===== config.mk =====
export PLATFORM = sky130hd
export DESIGN_NAME = longest_ones_window_k_flips_flat
export DESIGN_NICKNAME = d
export VERILOG_FILES = /design/src/sv/lowk_pkg.sv /design/src/sv/lowk_ifs.sv /design/src/sv/lowk_cell.sv /design/src/sv/lowk_skid.sv /design/src/sv/longest_ones_window_k_flips.sv /design/src/flat_wrapper.sv
export SDC_FILE = /design/constraint.sdc
export NUM_CORES = 1
export LEC_CHECK = 0
export BUFFER_PORTS_ARGS = -buffer_cell sky130_fd_sc_hd__buf_2
export CORE_MARGIN = 10
export CORE_UTILIZATION = 68
export DETAILED_ROUTE_END_ITERATION = 6
export GPL_ROUTABILITY_DRIVEN = 0
export PLACE_DENSITY = 0.83
export SLEW_MARGIN = 20
export SYNTH_ARGS = -nofsm -noshare
export SYNTH_HDL_FRONTEND = slang
export SYNTH_SLANG_ARGS = --single-unit

===== constraint.sdc =====
create_clock -name clk -period 15.5 [get_ports clk]
set_input_delay 1.55 -clock clk [delete_from_list [all_inputs] [get_ports clk]]
set_output_delay 1.55 -clock clk [all_outputs]
set_load 0.01 [all_outputs]

===== src/sv/lowk_pkg.sv =====
// Package for the longest-ones window block: sizes, payload types and helpers.
// Depends on nothing; used by the interfaces, the cells, the output buffer and the top level.
package lowk_pkg;

    localparam int MAX_FLIPS = 15;
    localparam int MAX_LEN   = 65535;

    localparam int CFG_W = 4;
    localparam int LEN_W = 16;
    localparam int POS_W = $clog2(MAX_LEN + 1);
    localparam int LIM_W = $clog2(MAX_FLIPS + 1);

    typedef logic [POS_W-1:0] pos_t;
    typedef logic [LIM_W-1:0] lim_t;
    typedef logic [CFG_W-1:0] cfg_t;

    typedef struct packed {
        logic shift;
        logic clear;
    } cell_ctrl_t;

    typedef struct packed {
        logic [LEN_W-1:0] best_length;
        logic             is_final;
        logic             overflow;
    } result_t;

    // A limit above the number of cells acts as the number of cells.
    function automatic lim_t clamp_limit(input cfg_t cfg);
        int v;
        v = int'(cfg);
        return (v > MAX_FLIPS) ? LIM_W'(MAX_FLIPS) : LIM_W'(v);
    endfunction

    function automatic logic [LEN_W-1:0] sat_len(input pos_t len);
        int unsigned v;
        v = int'(len);
        return (v > ((1 << LEN_W) - 1)) ? {LEN_W{1'b1}} : LEN_W'(v);
    endfunction

endpackage


===== src/sv/lowk_ifs.sv =====
// Valid/ready channel interfaces for the input bits and the result items.
// Depends on lowk_pkg for the result field width.
interface lowk_in_if;
    logic valid;
    logic ready;
    logic bit_value;
    logic last_item;

    modport source (output valid, output bit_value, output last_item, input ready);
    modport sink (input valid, input bit_value, input last_item, output ready);
endinterface

interface lowk_out_if;
    logic                          valid;
    logic                          ready;
    logic [lowk_pkg::LEN_W-1:0]    best_length;
    logic                          is_final;
    logic                          overflow;

    modport source (output valid, output best_length, output is_final, output overflow,
                    input ready);
    modport sink (input valid, input best_length, input is_final, input overflow,
                  output ready);
endinterface


===== src/sv/lowk_cell.sv =====
// One cell of the zero-position chain: holds the position of one zero in the window.
// Depends on lowk_pkg; a row of these cells is built by the top level.
module lowk_cell (
    input  logic                clk,
    input  logic                rst_n,
    input  lowk_pkg::cell_ctrl_t ctrl,
    input  logic                keep,
    input  lowk_pkg::pos_t      prev_pos,
    input  logic                prev_valid,
    output lowk_pkg::pos_t      pos,
    output logic                valid
);
    import lowk_pkg::*;

    pos_t pos_reg;
    logic valid_reg;
    logic valid_next;

    // A new zero pushes every entry one cell along; entries past the limit fall off.
    always_comb
    begin
        valid_next = valid_reg;
        if (ctrl.clear)
        begin
            valid_next = 1'b0;
        end
        else if (ctrl.shift)
        begin
            valid_next = prev_valid && keep;
        end
    end

    always_ff @(posedge clk or negedge rst_n)
    begin
        if (!rst_n)
        begin
            valid_reg <= 1'b0;
        end
        else
        begin
            valid_reg <= valid_next;
        end
    end

    always_ff @(posedge clk)
    begin
        if (ctrl.shift)
        begin
            pos_reg <= prev_pos;
        end
    end

    assign pos   = pos_reg;
    assign valid = valid_reg;

endmodule


===== src/sv/lowk_skid.sv =====
// Two-entry output buffer (output register plus skid register) for result items.
// Depends on lowk_pkg and lowk_out_if.
module lowk_skid (
    input  logic              clk,
    input  logic              rst_n,
    input  logic              push,
    input  lowk_pkg::result_t push_data,
    output logic              can_push,
    lowk_out_if.source        out_ch
);
    import lowk_pkg::*;

    logic    out_valid_reg;
    logic    skid_valid_reg;
    result_t out_data_reg;
    result_t skid_data_reg;
    logic    pop;

    assign pop      = out_valid_reg && out_ch.ready;
    assign can_push = !skid_valid_reg;

    always_ff @(posedge clk or negedge rst_n)
    begin
        if (!rst_n)
        begin
            out_valid_reg  <= 1'b0;
            skid_valid_reg <= 1'b0;
        end
        else if (skid_valid_reg)
        begin
            if (pop)
            begin
                skid_valid_reg <= 1'b0;
            end
        end
        else if (push)
        begin
            if (out_valid_reg && !pop)
            begin
                skid_valid_reg <= 1'b1;
            end
            out_valid_reg <= 1'b1;
        end
        else if (pop)
        begin
            out_valid_reg <= 1'b0;
        end
    end

    always_ff @(posedge clk)
    begin
        if (skid_valid_reg)
        begin
            if (pop)
            begin
                out_data_reg <= skid_data_reg;
            end
        end
        else if (push)
        begin
            if (out_valid_reg && !pop)
            begin
                skid_data_reg <= push_data;
            end
            else
            begin
                out_data_reg <= push_data;
            end
        end
    end

    assign out_ch.valid       = out_valid_reg;
    assign out_ch.best_length = out_data_reg.best_length;
    assign out_ch.is_final    = out_data_reg.is_final;
    assign out_ch.overflow    = out_data_reg.overflow;

endmodule


===== src/sv/longest_ones_window_k_flips.sv =====
// Top level of the longest-ones window block: window state, cell chain and output buffer.
// Depends on lowk_pkg, lowk_ifs, lowk_cell and lowk_skid.
//
// Usage: bits arrive one item at a time on in_ch (bit_value, last_item). Every accepted
// item gives exactly one result item on out_ch: the longest window seen so far in this
// sequence that holds at most max_flips zeros, the item's last flag as is_final, and a
// sticky overflow flag once the sequence runs past MAX_LEN items.
// max_flips is written through cfg_we/cfg_wdata only while the block is idle, a rule for
// the user that the block does not enforce; it resets to 0. Throughput is one item per
// cycle while in_ch.ready is high: the window update is one pass through a chain of
// MAX_FLIPS cells that shift on each zero, plus one subtract and compare. A result is
// registered in the output register, which is backed by a skid register, so an item
// is still taken while one result waits; in_ch.ready is low only while the skid register
// holds a result, which needs a receiver stall with the output register already full.
// Reset clears the sequence state and the limit; after a last item the sequence state
// clears on its own and the next item starts a new sequence.
module longest_ones_window_k_flips (
    input  logic                clk,
    input  logic                rst_n,
    input  logic                cfg_we,
    input  lowk_pkg::cfg_t      cfg_wdata,
    lowk_in_if.sink             in_ch,
    lowk_out_if.source          out_ch
);
    import lowk_pkg::*;

    cfg_t       max_flips_reg;
    pos_t       pos_reg;
    pos_t       ws_reg;
    pos_t       best_reg;
    logic       ovf_reg;

    pos_t       ws_next;
    pos_t       best_next;
    pos_t       len;
    pos_t       pos_inc;
    pos_t       hit_pos;
    logic       hit;
    logic       ovf_hit;
    logic       accept;
    logic       can_push;
    lim_t       limit;
    cell_ctrl_t ctrl;
    result_t    res;

    pos_t       cell_pos   [MAX_FLIPS];
    logic       cell_valid [MAX_FLIPS];
    logic       keep       [MAX_FLIPS];

    assign in_ch.ready = can_push;
    assign accept      = in_ch.valid && can_push;
    assign limit       = clamp_limit(max_flips_reg);
    assign ovf_hit     = (pos_reg == POS_W'(MAX_LEN));
    assign pos_inc     = pos_reg + POS_W'(1);

    assign ctrl.shift = accept && !in_ch.bit_value && !ovf_hit;
    assign ctrl.clear = accept && in_ch.last_item;

    // Cell 0 takes the current position; cell i keeps its entry only while i is below the limit.
    for (genvar i = 0; i < MAX_FLIPS; i++)
    begin : g_cell
        assign keep[i] = (limit > LIM_W'(i));
        if (i == 0)
        begin : g_head
            lowk_cell u_cell (
                .clk        (clk),
                .rst_n      (rst_n),
                .ctrl       (ctrl),
                .keep       (keep[i]),
                .prev_pos   (pos_reg),
                .prev_valid (1'b1),
                .pos        (cell_pos[i]),
                .valid      (cell_valid[i])
            );
        end
        else
        begin : g_body
            lowk_cell u_cell (
                .clk        (clk),
                .rst_n      (rst_n),
                .ctrl       (ctrl),
                .keep       (keep[i]),
                .prev_pos   (cell_pos[i-1]),
                .prev_valid (cell_valid[i-1]),
                .pos        (cell_pos[i]),
                .valid      (cell_valid[i])
            );
        end
    end

    // The zero at place limit-1 (newest first) is the last one dropped when a new zero
    // arrives with the window full; the window then starts just past it.
    always_comb
    begin
        hit     = 1'b0;
        hit_pos = '0;
        for (int i = 0; i < MAX_FLIPS; i++)
        begin
            if (cell_valid[i] && (limit == LIM_W'(i + 1)))
            begin
                hit     = 1'b1;
                hit_pos = cell_pos[i];
            end
        end
    end

    always_comb
    begin
        ws_next = ws_reg;
        if (!in_ch.bit_value)
        begin
            if (limit == '0)
            begin
                ws_next = pos_inc;
            end
            else if (hit)
            begin
                ws_next = hit_pos + POS_W'(1);
            end
        end
        len       = pos_inc - ws_next;
        best_next = (len > best_reg) ? len : best_reg;
    end

    assign res.best_length = ovf_hit ? sat_len(best_reg) : sat_len(best_next);
    assign res.is_final    = in_ch.last_item;
    assign res.overflow    = ovf_reg || ovf_hit;

    always_ff @(posedge clk or negedge rst_n)
    begin
        if (!rst_n)
        begin
            max_flips_reg <= '0;
        end
        else if (cfg_we)
        begin
            max_flips_reg <= cfg_wdata;
        end
    end

    always_ff @(posedge clk or negedge rst_n)
    begin
        if (!rst_n)
        begin
            pos_reg  <= '0;
            ws_reg   <= '0;
            best_reg <= '0;
            ovf_reg  <= 1'b0;
        end
        else if (accept)
        begin
            if (in_ch.last_item)
            begin
                pos_reg  <= '0;
                ws_reg   <= '0;
                best_reg <= '0;
                ovf_reg  <= 1'b0;
            end
            else if (ovf_hit)
            begin
                ovf_reg <= 1'b1;
            end
            else
            begin
                pos_reg  <= pos_inc;
                ws_reg   <= ws_next;
                best_reg <= best_next;
            end
        end
    end

    lowk_skid u_skid (
        .clk       (clk),
        .rst_n     (rst_n),
        .push      (accept),
        .push_data (res),
        .can_push  (can_push),
        .out_ch    (out_ch)
    );

endmodule


===== src/flat_wrapper.sv =====
// flat-port wrapper written by rule: the top's interface ports become plain ports
module longest_ones_window_k_flips_flat import lowk_pkg::*;
  (clk, rst_n, cfg_we, cfg_wdata, in_ch_valid, in_ch_bit_value, in_ch_last_item, in_ch_ready, out_ch_valid, out_ch_best_length, out_ch_is_final, out_ch_overflow, out_ch_ready);
  lowk_in_if in_ch_i ();
  lowk_out_if out_ch_i ();
  input  logic clk;
  input  logic rst_n;
  input  logic cfg_we;
  input  lowk_pkg::cfg_t cfg_wdata;
  input wire logic [$bits(in_ch_i.valid)-1:0] in_ch_valid;
  input wire logic [$bits(in_ch_i.bit_value)-1:0] in_ch_bit_value;
  input wire logic [$bits(in_ch_i.last_item)-1:0] in_ch_last_item;
  output wire logic [$bits(in_ch_i.ready)-1:0] in_ch_ready;
  output wire logic [$bits(out_ch_i.valid)-1:0] out_ch_valid;
  output wire logic [$bits(out_ch_i.best_length)-1:0] out_ch_best_length;
  output wire logic [$bits(out_ch_i.is_final)-1:0] out_ch_is_final;
  output wire logic [$bits(out_ch_i.overflow)-1:0] out_ch_overflow;
  input wire logic [$bits(out_ch_i.ready)-1:0] out_ch_ready;
  assign in_ch_i.valid = in_ch_valid;
  assign in_ch_i.bit_value = in_ch_bit_value;
  assign in_ch_i.last_item = in_ch_last_item;
  assign in_ch_ready = in_ch_i.ready;
  assign out_ch_valid = out_ch_i.valid;
  assign out_ch_best_length = out_ch_i.best_length;
  assign out_ch_is_final = out_ch_i.is_final;
  assign out_ch_overflow = out_ch_i.overflow;
  assign out_ch_i.ready = out_ch_ready;
  longest_ones_window_k_flips u_core (.clk(clk), .rst_n(rst_n), .cfg_we(cfg_we), .cfg_wdata(cfg_wdata), .in_ch(in_ch_i), .out_ch(out_ch_i));
endmodule

# Word-level counts from Yosys, hierarchy flattened
# Index checks and enable logic that the tools add are counted.
# op_classes
addsub	3
multipliers	0
n_div	0
order_cmp	16
eq_ne	19
shift	0
n_mux	82
bitwise_logic	1
n_reduce_logical	50
# op_table
operator	n
$mux 16	25
$mux 18	4
$mux 1	53
$logic_and 1x1->1	35
$add 16x1->16 const B	2
$eq 4x4->1 const B	8
$gt 4x4->1 const B	7
$eq 16x16->1 const B	1
$eq 4x3->1 const B	4
$gt 16x16->1	1
$gt 4x3->1 const B	4
$sub 16x16->16	1
$eq 4x2->1 const B	2
$gt 4x1->1 const B	2
$gt 4x2->1 const B	2
$reduce_bool 2->1	4
$reduce_and 2->1	3
$reduce_and 3->1	2
$eq 4x1->1 const B	1
$logic_not 1->1	4
$logic_not 4->1	1
$ne 2x2->1 const B	2
$ne 2x1->1 const B	1
$logic_or 1x1->1	1
$not 1->1	1
# word_totals
register_bits	346
latch_bits	0
ramBits	0
rom_bits	0
out_inout_bits	20
wordCells	214
mem_count	0

# Depth between registers and ports, before layout
# Gate-level depths: netlist of run 1.
# depth
depth_word	28
mapped_depth	36
mapped_depth_nobuf	30

# By module
# Synthesis of run 1 repeated with hierarchy kept, for this count alone.
# unflattened
hier_cells	1198
area_unflattened_um2	15880.2
# by_module_without_submodules
mod	n_inst	cells_per_inst	area_each_um2	seq_area_each_um2
lowk_cell	15	20	525.5	505.5
longest_ones_window_k_flips	1	830	6506.2	1326.3
lowk_skid	1	68	1491.4	1131.1

# Worst setup path after synthesis of run 1
# OpenSTA, ideal clock, no wires.
# synth_timing
path_type	in2reg
from	input port in_ch_bit_value
to	register u_core.g_cell[0].g_head.u_cell.valid_reg
arrival_time_ns	9.474
setup_slack_ns	5.576
cell_stages	6
path_cell_list	clkbuf_1 -> or3_1 -> clkbuf_1 -> inv_1 -> clkbuf_1 -> a211oi_1
# synth_rtl
item	line	text
from (decl)	flat_wrapper.sv:11	input wire logic [$bits(in_ch_i.bit_value)-1:0] in_ch_bit_value;
to (signal assigned)	lowk_cell.sv:41	valid_reg <= valid_next;
to (decl)	lowk_cell.sv:16	logic valid_reg;

# Final worst setup path of run 1
# layout_timing
from	register u_core.max_flips_reg[1], in the netlist u_core.limit[1]
to	register u_core.best_reg[8]
# layout_via
elab_chain_cells	26
# layout_rtl
item	line	text
from (decl)	longest_ones_window_k_flips.sv:27	cfg_t max_flips_reg;
from (signal assigned)	longest_ones_window_k_flips.sv:137	max_flips_reg <= cfg_wdata;
$eq 4x1->1	longest_ones_window_k_flips.sv:99	if (cell_valid[i] && (limit == LIM_W'(i + 1)))
$logic_and 1x1->1	longest_ones_window_k_flips.sv:99	
$mux 16 (15 in a row)	longest_ones_window_k_flips.sv:99	
$add 16x1->16	longest_ones_window_k_flips.sv:118	ws_next = hit_pos + POS_W'(1);
$mux 16	longest_ones_window_k_flips.sv:116	else if (hit)
$mux 16 *	longest_ones_window_k_flips.sv:112	if (limit == '0)
$mux 16 *	longest_ones_window_k_flips.sv:110	if (!in_ch.bit_value)
$sub 16x16->16 *	longest_ones_window_k_flips.sv:121	len = pos_inc - ws_next;
$gt 16x16->1	longest_ones_window_k_flips.sv:122	best_next = (len > best_reg) ? len : best_reg;
$mux 16 *	longest_ones_window_k_flips.sv:122	
$mux 16 *	-	
$mux 16 *	longest_ones_window_k_flips.sv:152	if (in_ch.last_item)
to (signal assigned)	longest_ones_window_k_flips.sv:167	best_reg <= best_next;
to (decl)	longest_ones_window_k_flips.sv:30	pos_t best_reg;
# Mark *: on every way between the ends. The rest lies on a longest branch, timed or not.
# A chain may end at the register's enable or synchronous reset.

==> results of run 1 <==
[power groups by stage]
stage	Sequential, mW	Combinational (mW)	Clock [mW]
floorplan	1.33	0.694	0
global placement	1.31	0.905	0
detailed placement	1.32	0.943	0
CTS	1.30	0.950	0.811
global route	1.32	1.05	0.847
finish	1.31	0.953	0.807
[final timing paths]
| check | startpoint | end | slack, ns | depth (start not counted) |
|---|---|---|---|---|
| max reg2reg | u_core.limit[1] | u_core.best_reg[8] | 6.28 | 30 |
| max | u_core.limit[1] | u_core.best_reg[8] | 6.28 | 30 |
| min reg2reg | u_core.g_cell[3].g_body.u_cell.pos[15] | u_core.g_cell[4].g_body.u_cell.pos[15] | 0.44 | 0 |
| max in group asynchronous | rst_n | u_core.pos_reg[2] | 13.58 | 2 |
| min in group asynchronous | rst_n | u_core.best_reg[7] | 1.26 | 2 |
| min | u_core.g_cell[3].g_body.u_cell.pos[15] | u_core.g_cell[4].g_body.u_cell.pos[15] | 0.44 | 0 |
[layer usage]
layer	track usage [%]	up-vias	routed length, µm
met5	0	-	13
met1	32.1	5410	14900
met2	39.7	576	18400
met3	4.66	141	3050
li1	-	4811	-
met4	13.4	2	2200
[critical path: cells and delay by family, from the launching register on]
kind                       cells  cell delay, ns
DFF                            1            0.94
AOI/OAI and AO/OA             14            3.12
adders and majority gates      3            0.76
buffers and inverters          2            0.34
and+or+nand+nor               11            3.96
[layout make-up]
| type | instances | share of cell area [%] |
|---|---|---|
| inverters | 31 | 0.711 |
| clock inverters | 16 | 0.581 |
| multi-input cells | 786 | 31.9 |
| clock buffers | 47 | 5.69 |
| repair buffers | 39 | 1.25 |
| well taps | 319 | 2.29 |
| flip-flops and latches | 346 | 57.6 |
[placed cells by master, fill, tap and decap left out, types with 34 or more instances in the layout]
cell type	synthesis	layout
ha_1	36	36
mux2_2	34	34
nor2_1	61	61
clkbuf_16	0	36
edfxtp_1	276	276
nand2_1	77	77
a21oi_1	70	69
dfrtp_1	70	70
nand3_1	36	36
a22o_1	36	36
o21ai_0	36	36
[stage by stage]
| stage | hold WS [ns] | power, mW | worst slack, ns | area (µm²) | util, % |
|---|---|---|---|---|---|
| after floorplan | 0.417 | 2.02 | 5.58 | 16000 | - |
| after global placement | 0.423 | 2.22 | 6.77 | 16300 | 70.0 |
| after detailed placement | 0.427 | 2.26 | 6.43 | 16300 | 70.0 |
| after CTS | 0.431 | 3.07 | 6.38 | 17400 | 74.7 |
| after global routing | 0.440 | 3.21 | 5.84 | 17400 | 74.7 |
| final | 0.435 | 3.07 | 6.28 | 17400 | 74.7 |
[cells by family (layout without fill, tap and decap cells)]
family,Yosys count,after routing,synth area share (%)
adder cells (fa/ha/maj),37,37,2.93
multiplexers,39,39,2.70
AND/OR/NAND/NOR,330,330,11.3
XOR/XNOR,39,39,2.13
AO/OA/AOI/OAI,341,341,15.5
flip-flops,346,346,62.6
buffers and inverters,91,133,2.76
==> summary.md, run 1 <==
| Metric | Value |
|---|---|
| Synthesized area | 0.0160 mm² |
| Overflow after GRT | 0 |
| Asr flop ratio synth | between 20% and 30% |
| Worst Skew | roughly 0.029 ns |
| Ys Warns | 0 |
| Status | finished clean |
| Synth unique cells | 95 |
| Max Slew Vio Count | 0 |
| Cell Int Power | between 2 and 2.5 mW |
| Final TNS setup | 0 ns |
| Period utilization | between 50% and 60% |
| Via count | ~11000 |
| I/O Buffers | 30 |
| Starting Density | between 60% and 70% |
| CTS H-tree depth | 2 |
| CP required | roughly 16 ns |
| CORE AREA | 0.0233 mm² |
| Sequential area share after synthesis | 62.6% |
| Top-area cell type share of the netlist area | between 50% and 60% |
| Ys flop type | edfxtp_1 |
| Drt drc | 0 |
| Sequential Power Share | 42.6% |
| Largest net degree at the start of global routing | approximately 170 |
| Crit path largest cell delay | about 0.94 ns |
| CTS Buffer Depth | 3 |
| Yosys reg bits | between 300 and 400 |
| CP max FO | 30 |
| FILL cells | 1463 |
| Ant. Diodes | 0 |
| Area of the multi-input gates | between 0.005 and 0.006 mm² |
| Crit path DAT | 9.68 ns |
| Area Overhead vs Synth | 8.73% |
| Total CTS buffers | 35 |
| Register Area | 0.0100 mm² |
| Unrepaired setup endpoints after global routing | false |
| Post-synth net total | 1271 |
| Yosys top cell by area | edfxtp_1 |
| Final wirelength | 38700 µm |
| Vias in the first global route | between 10000 and 15000 |
| DIE AREA | ~0.030 mm² |
| Clock transition at path regs | around 0.060 ns |
| Top post-synthesis cells by area | edfxtp_1 52%, dfrtp_1 11%, ha_1 2.8%, mux2_2 2.4%, a21oi_1 2.2% |
| Die Width | 174 µm |
| Setup CP Type | reg -> reg |
| DRT antenna net count | 0 |
| Max rail drop VDD | between 0.2 and 0.25 mV |
| Pwr per Cell Area | about 180 mW/mm² |
| Router iterations before antenna repair | 6 |
| CTS tree | done |
| Worst slew pin tran | roughly 1.1 ns |
| Clock share of power | a little over a quarter |
| Root Driver | clkbuf_16 |
| Placed Cells | 1521 |
| Startpoint Class | flip-flop |
| # IOs | 31 |
| First-pass GRT wire length | about 60000 µm |
| Initial antenna violation count | 1 |
| Post-CTS Setup Inserts | 0 |
| Comb pwr share | 31.1% |
| Syn Area/Cell | 13.1 µm² |
| Period minus WS final | just over 9 ns |
| Post-synth EDFFs | ~280 |
| Psw | 982 µW |
| Critical Path Sink Type | flip-flop |
| NumNets Final | 1287 |
| Leakage | 6.37 nW |
| Largest register FFs | about 220 |
| Sw Share | 32.0% |
| Crit path max-delay cell type | dfrtp_1 |
| Total GRT Usage | 25.0% |
| Most frequent cell after synthesis | edfxtp_1 |
| Achievable Freq | around 0.11 GHz |
| Cell count after synthesis | roughly 1200 |
| Row cnt | 56 |
| Ratio of cells with drive above 1 in the final layout | 14.0% |
| DP HPWL | between 20000 and 30000 µm |
| Clk Latency, worst-skew pair | ~0.53 ns |
| Maxcap violations | 0 |
| Wire per inst | about 24 µm |
| Drt via density | ~6.9 |
| Hold Violations, Final | 0 |
| Max_slew headroom | 25.4% |
| Synth top cells by count | 276 x edfxtp_1, 77 x nand2_1, 70 x a21oi_1, 70 x dfrtp_1, 61 x nor2_1 |
| Number of hold buffers added after CTS | 0 |
| Finished Layout Cells | 1584 |
| PostCTS Resize Cnt | 0 |
| Clk sinks | 346 |
| Die H | between 150 and 200 µm |
| DRT iter0 DRCs | approximately 1600 |
| Final setup fails | 0 |
| Min-delay worst type | reg -> reg |
Power figures use the tool's default switching activity.
==> run 2, diff against run 1 <==
--- a/config.mk
+++ b/config.mk
@@ -7,10 +7,10 @@
 export LEC_CHECK = 0
 export BUFFER_PORTS_ARGS = -buffer_cell sky130_fd_sc_hd__buf_2
 export CORE_MARGIN = 10
-export CORE_UTILIZATION = 68
+export CORE_UTILIZATION = 57
 export DETAILED_ROUTE_END_ITERATION = 6
 export GPL_ROUTABILITY_DRIVEN = 0
-export PLACE_DENSITY = 0.83
+export PLACE_DENSITY = 0.74
 export SLEW_MARGIN = 20
 export SYNTH_ARGS = -nofsm -noshare
 export SYNTH_HDL_FRONTEND = slang
==> constraint.sdc (replaced) <==
create_clock -name clk -period 7.6 [get_ports clk]
set_input_delay 0.76 -clock clk [delete_from_list [all_inputs] [get_ports clk]]
set_output_delay 0.76 -clock clk [all_outputs]
set_load 0.01 [all_outputs]
==> summary.md, run 2 (synthesis gave the netlist of run 1 again) <==
| Metric | Value |
|---|---|
| Final wirelength | 41400 µm (was 38700 µm) |
| Pwr per Cell Area | 353 mW/mm² (was 176 mW/mm²) |
| Drt drc | 0 (unchanged) |
| Max rail drop VDD | 0.384 mV (was 0.233 mV) |
| Hold Violations, Final | 0 (unchanged) |
| Maxcap violations | 0 (unchanged) |
| Critical Path Most Common Cell | buf_4 |
| Placed inst area | 0.0170 mm² (was 0.0163 mm²) |
| Fin util | 66.4% (was 74.7%) |
| Crit path max-delay cell type | dfrtp_2 (was dfrtp_1) |
| Final setup fails | 0 (unchanged) |
| Overflow after GRT | 0 (unchanged) |
| Wire per inst | 23.8 µm (was 24.4 µm) |
| Placed Cells | 1652 (was 1521) |
| Final worst slack | 0.180 ns (was 6.28 ns) |
| Leakage | 6.90 nW (was 6.37 nW) |
| Commonest non-fill, non-tap cells in the layout | 276 x edfxtp_1, 100 x buf_4, 76 x nand2_1 (was 276 x edfxtp_1, 77 x nand2_1, 70 x dfrtp_1) |
| Status | finished clean (unchanged) |
| Crit-path leading delay family | compound AO/OA/AOI/OAI gates (was simple AND/OR/NAND/NOR gates) |
| Period utilization | 97.6% (was 59.5%) |
| CP bufs+invs | 8 (was 2) |
| Achievable Freq | 0.135 GHz (was 0.108 GHz) |
| Total CTS buffers | 36 (was 35) |
| DIE AREA | 0.0352 mm² (was 0.0301 mm²) |
| Startpoint Class | flip-flop (unchanged) |
| CTS Buffer Depth | 3 (unchanged) |
| Worst slew pin tran | 0.967 ns (was 1.12 ns) |
| Largest net degree at the start of global routing | 138 (was 168) |
| CTS tree | done (unchanged) |
| Ratio of cells with drive above 1 in the final layout | 21.7% (was 14.0%) |
| Min-delay worst type | reg -> reg (unchanged) |
| First-pass GRT wire length | 63400 µm (was 60200 µm) |
| Number of hold buffers added after CTS | 0 (unchanged) |
| Finished layout cell area | 0.0184 mm² (was 0.0174 mm²) |
| Worst Skew | 0.0265 ns (was 0.0285 ns) |
| Via count | 11400 (was 10900) |
| Vias in the first global route | 10900 (was 10700) |
| Period minus WS final | 7.42 ns (was 9.22 ns) |
| Total power | 6.51 mW (was 3.07 mW) |
| Crit path largest cell delay | 0.48 ns (was 0.94 ns) |
| DP HPWL | 28900 µm (was 26200 µm) |
| Row cnt | 61 (was 56) |
| NumNets Final | 1385 (was 1287) |
| Die H | 188 µm (was 174 µm) |
| Initial antenna violation count | 0 (was 1) |
| FILL cells | 2074 (was 1463) |
| Max_slew headroom | 35.5% (was 25.4%) |
| CTS H-tree depth | 2 (unchanged) |
| CP required | 7.85 ns (was 15.96 ns) |
| # IOs | 31 (unchanged) |
| Router iterations before antenna repair | 6 (unchanged) |
| CORE AREA | 0.0278 mm² (was 0.0233 mm²) |
| Crit path DAT | 7.67 ns (was 9.68 ns) |
| Total GRT Usage | 22.5% (was 25.0%) |
| DRT iter0 DRCs | 1505 (was 1552) |
| Critical Path Sink Type | flip-flop (unchanged) |
| Largest register FFs | 224 (unchanged) |
| Drt via density | 6.53 (was 6.91) |
| Finished Layout Cells | 1741 (was 1584) |
| Starting Density | 57.7% (was 68.7%) |
| Root Driver | clkbuf_16 (unchanged) |
| DRT antenna net count | 0 (unchanged) |
| I/O Buffers | 30 (unchanged) |
| Worst reg-to-reg setup slack | 0.18 ns (was 6.28 ns) |
| CP max FO | 13 (was 30) |
| Die Width | 188 µm (was 174 µm) |
| Dpl ws | -0.0347 ns (was 6.43 ns) |
| Clock transition at path regs | 0.07 ns (was 0.06 ns) |
| Max Slew Vio Count | 0 (unchanged) |
| Ant. Diodes | 0 (unchanged) |
| Clk sinks | 346 (unchanged) |
| Setup CP Type | reg -> reg (unchanged) |
| Clk Latency, worst-skew pair | 0.52 ns (was 0.53 ns) |
| Minimum hold slack | 0.428 ns (was 0.435 ns) |
| Final TNS setup | 0 ns (unchanged) |
| Commonest non-fill, non-tap cell in the layout | edfxtp_1 (unchanged) |
| Area Overhead vs Synth | 15.0% (was 8.73%) |
-- run 2: cell types whose count changed in the layout (fill, tap and decap cells not counted), sizes merged --
cell and change:
bufinv +2, dlymetal6s2s +1, inv -1, buf +96
-- run 2: final timing paths --
| check | cells after the start | endpoint | startpoint |
|---|---|---|---|
| setup reg to reg | 36 | u_core.u_skid.out_ch.best_length[1] | u_core.limit[1] |
| max in group asynchronous | 2 | u_core.limit[1] | rst_n |
| hold reg to reg | 0 | u_core.g_cell[5].g_body.u_cell.pos[2] | u_core.g_cell[4].g_body.u_cell.pos[2] |
| min in group asynchronous | 2 | u_core.best_reg[12] | rst_n |
| setup / recovery | 36 | u_core.u_skid.out_ch.best_length[1] | u_core.limit[1] |
| hold / removal | 0 | u_core.g_cell[5].g_body.u_cell.pos[2] | u_core.g_cell[4].g_body.u_cell.pos[2] |
-- run 2: routing by layer --
metal,global-route usage (%),share of wire (%)
met1,28.9,40
met2,37.3,49
met3,3.25,7.2
met4,9.78,4.6
met5,0,0
-- run 2: cell type report --
type	instances	area (µm²)	area share, %
clock inverter	17	138	0.746
sequential	346	10000	54.5
clock buffer	47	983	5.33
tap	378	473	2.56
timing repair buffer	136	996	5.40
multi-input combinational	786	5680	30.8
inverter	31	124	0.672
-- run 2: repair_timing --
| item | in CTS | in global routing |
|---|---|---|
| gates cloned | 0 | 1 |
| endpoints found under the setup margin | 26 | 47 |
| buffers inserted | 0 | 24 |
| resized for setup | 8 | 31 |
| pin swaps | 0 | 11 |
-- run 2: where the power goes --
group	switching [mW]	total, mW	internal (mW)
clock network	0.714	1.69	0.981
registers	0.166	2.66	2.50
logic	1.15	2.16	1.01
total	2.03	6.51	4.48
==> run 3, diff against run 2 <==
--- a/config.mk
+++ b/config.mk
@@ -14,4 +14,5 @@
 export SLEW_MARGIN = 20
 export SYNTH_ARGS = -nofsm -noshare
 export SYNTH_HDL_FRONTEND = slang
+export SYNTH_HIERARCHICAL = 1
 export SYNTH_SLANG_ARGS = --single-unit
==> summary.md, run 3 <==
| Metric | Value |
|---|---|
| Ant. Diodes | 0 (unchanged) |
| Largest register FFs | 224 (unchanged) |
| R2R depth | 25 (was 36) |
| Post-synth net total | 1246 (was 1271) |
| Min-delay worst type | in -> async (was reg -> reg) |
| Period utilization | 96.9% (was 97.6%) |
| Via count | 10500 (was 11400) |
| Critical Path Sink Type | flip-flop (unchanged) |
| Minimum hold slack | 0.396 ns (was 0.428 ns) |
| Most frequent cell after synthesis | edfxtp_1 (unchanged) |
| Register Area | 0.0100 mm² (about the same) |
| Drt via density | 6.24 (was 6.53) |
| Commonest non-fill, non-tap cells in the layout | 276 x edfxtp_1, 77 x nor2_1, 67 x dfrtp_1 (was 276 x edfxtp_1, 100 x buf_4, 76 x nand2_1) |
| Top-area cell type share of the netlist area | 52.2% (was 51.7%) |
| Largest net degree at the start of global routing | 220 (was 138) |
| Synthesized area | 0.0159 mm² (was 0.0160 mm²) |
| Starting Density | 57.5% (was 57.7%) |
| Total power | 6.23 mW (was 6.51 mW) |
| Finished Layout Cells | 1691 (was 1741) |
| Placed inst area | 0.0167 mm² (was 0.0170 mm²) |
| NumNets Final | 1332 (was 1385) |
| Crit path DAT | 7.64 ns (was 7.67 ns) |
| Die Width | 187 µm (was 188 µm) |
| CORE AREA | 0.0276 mm² (was 0.0278 mm²) |
| Achievable Freq | 0.136 GHz (was 0.135 GHz) |
| Commonest non-fill, non-tap cell in the layout | edfxtp_1 (unchanged) |
| Number of hold buffers added after CTS | 0 (unchanged) |
| CP required | 7.87 ns (was 7.85 ns) |
| Area Overhead vs Synth | 14.1% (was 15.0%) |
| Cell count after synthesis | 1198 (was 1223) |
| FF-to-FF Start | u_core/limit[2] (was u_core.limit[1]) |
| RR Endpoint | u_core/u_skid/out_ch.best_length[2] (was u_core.u_skid.out_ch.best_length[1]) |
| Synth top cells by count | 276 x edfxtp_1, 79 x nor2_1, 70 x dfrtp_1 (was 276 x edfxtp_1, 77 x nand2_1, 70 x a21oi_1, 70 x dfrtp_1, 61 x nor2_1) |
| Placed Cells | 1611 (was 1652) |
| Clk sinks | 346 (unchanged) |
| Period minus WS final | 7.37 ns (was 7.42 ns) |
| Worst Skew | 0.0235 ns (was 0.0265 ns) |
| Ratio of cells with drive above 1 in the final layout | 20.6% (was 21.7%) |
| DIE AREA | 0.0349 mm² (was 0.0352 mm²) |
| FILL cells | 2034 (was 2074) |
| Finished layout cell area | 0.0181 mm² (was 0.0184 mm²) |
| # IOs | 31 (unchanged) |
| Synth unique cells | 91 (was 95) |
| Crit path max-delay cell type | a2111oi_0 (was dfrtp_2) |
| Pwr per Cell Area | 344 mW/mm² (was 353 mW/mm²) |
| Ys Warns | 6 (was 0) |
| Root Driver | clkbuf_16 (unchanged) |
| Setup CP Type | reg -> reg (unchanged) |
| Max Slew Vio Count | 0 (unchanged) |
| Post-synth EDFFs | 276 (unchanged) |
| Area of the multi-input gates | 0.00560 mm² (was 0.00568 mm²) |
| Maxcap violations | 0 (unchanged) |
| Yosys reg bits | 346 (unchanged) |
| Ys flop type | edfxtp_1 (unchanged) |
| DRT iter0 DRCs | 1110 (was 1505) |
| Max rail drop VDD | 0.410 mV (was 0.384 mV) |
| Top post-synthesis cells by area | edfxtp_1 52%, dfrtp_1 11%, ha_1 2.8%, a21oi_1 2.0%, nor2_1 1.9% (was edfxtp_1 52%, dfrtp_1 11%, ha_1 2.8%, mux2_2 2.4%, a21oi_1 2.2%) |
| Row cnt | 61 (unchanged) |
| First-pass GRT wire length | 58600 µm (was 63400 µm) |
| Worst slew pin tran | 1.05 ns (was 0.967 ns) |
| Wire per inst | 22.2 µm (was 23.8 µm) |
| Total GRT Usage | 20.8% (was 22.5%) |
| Initial antenna violation count | 0 (unchanged) |
| Crit path largest cell delay | 0.53 ns (was 0.48 ns) |
| Fin util | 65.6% (was 66.4%) |
| Final setup fails | 0 (unchanged) |
| Vias in the first global route | 10400 (was 10900) |
| DRT antenna net count | 0 (unchanged) |
| Router iterations before antenna repair | 5 (was 6) |
| CTS Buffer Depth | 3 (unchanged) |
| Clk Latency, worst-skew pair | 0.53 ns (was 0.52 ns) |
| Syn Area/Cell | 13.3 µm² (was 13.1 µm²) |
| Sequential area share after synthesis | 63.2% (was 62.6%) |
| Critical Path Most Common Cell | and3_1 (was buf_4) |
| Total CTS buffers | 38 (was 36) |
| Hold Violations, Final | 0 (unchanged) |
| Critical path origin | u_core/limit[2] (was u_core.limit[1]) |
| DP HPWL | 25900 µm (was 28900 µm) |
| Max_slew headroom | 30.2% (was 35.5%) |
| Leakage | 6.78 nW (was 6.90 nW) |
| CTS tree | done (unchanged) |
| Die H | 187 µm (was 188 µm) |
| Asr flop ratio synth | 20.2% (unchanged) |
| I/O Buffers | 30 (unchanged) |
| Clock transition at path regs | 0.06 ns (was 0.07 ns) |
| Status | finished clean (unchanged) |
| Final wirelength | 37500 µm (was 41400 µm) |
| Startpoint Class | flip-flop (unchanged) |
| CTS H-tree depth | 2 (unchanged) |
| CP max FO | 12 (was 13) |
| Worst reg-to-reg setup slack | 0.23 ns (was 0.18 ns) |
| Yosys top cell by area | edfxtp_1 (unchanged) |
| Drt drc | 0 (unchanged) |
| Overflow after GRT | 0 (unchanged) |
## run 3: worst max path at each step
stage	endpoint	slack, ns	cells past startpoint
after detailed placement	u_core/u_skid/out_ch.best_length[13]	-0.05	33
after floorplan	u_core/g_cell[10].g_body.u_cell/valid	-0.64	11
after CTS	u_core/u_skid/out_ch.best_length[10]	0.02	34
final	u_core/u_skid/out_ch.best_length[2]	0.23	25
after global placement	u_core/u_skid/out_ch.best_length[11]	0.008	33
after global routing	u_core/u_skid/out_ch.best_length[5]	-0.03	35
## run 3: final cells by class
| cell class | instances | share of cell area [%] |
|---|---|---|
| Multi-Input combinational cell | 770 | 30.9 |
| Timing Repair Buffer | 98 | 3.86 |
| Clock inverter | 14 | 0.670 |
| Clock buffer | 55 | 5.94 |
| Sequential cell | 346 | 55.4 |
| Tap cell | 378 | 2.61 |
| Inverter | 30 | 0.621 |
## run 3: layer usage
| metal | wire length [µm] | part of all wire (%) | vias to the layer above | GRT usage (%) |
|---|---|---|---|---|
| met3 | 2760 | 7.4 | 98 | 3.82 |
| met5 | 0 | 0 | - | 0 |
| met1 | 15300 | 41 | 5164 | 27.3 |
| met2 | 18000 | 48 | 475 | 33.7 |
| li1 | - | - | 4812 | - |
| met4 | 1430 | 3.8 | 0 | 8.16 |
## run 3: worst max-delay path: cells and delay by family (launching register included)
family	cells	cell delay, ns
AOI/OAI and AO/OA	9	2.59
and+or+nand+nor	7	1.34
xor gates and xnor gates	2	0.78
muxes	2	0.64
adders and majority gates	2	0.63
buffers and inverters	3	0.61
DFF	1	0.50
## run 3: logic make-up after synthesis
family | after synthesis | share of synthesized area [%]
xor+xnor | 38 | 2.19
flops | 346 | 63.2
compound gates | 328 | 14.9
simple gates | 322 | 10.7
other cells | 1 | 0.0236
mux | 44 | 3.43
fa+ha+maj | 37 | 2.96
buf+inv | 82 | 2.58
## run 3: timing repair
| action | 4_1_cts | 5_1_grt |
|---|---|---|
| resized for setup | 2 | 32 |
| pin swaps | 1 | 6 |
| setup endpoints to repair | 15 | 47 |
| setup buffers | 1 | 9 |
## run 3: power by group
part,internal [mW],switching [mW]
combinational,0.890,0.980
clock,1.05,0.713
sequential,2.46,0.140
total,4.40,1.83
## run 3: metrics by stage
| step | setup TNS [ns] | worst slack, ns |
|---|---|---|
| 2_1_floorplan | -132.93 | -0.641 |
| 3_3_place_gp | 0 | 0.00833 |
| 3_5_place_dp | -0.534 | -0.0496 |
| 4_1_cts | 0 | 0.0156 |
| 5_1_grt | -0.162 | -0.0308 |
| 6_report | 0 | 0.235 |
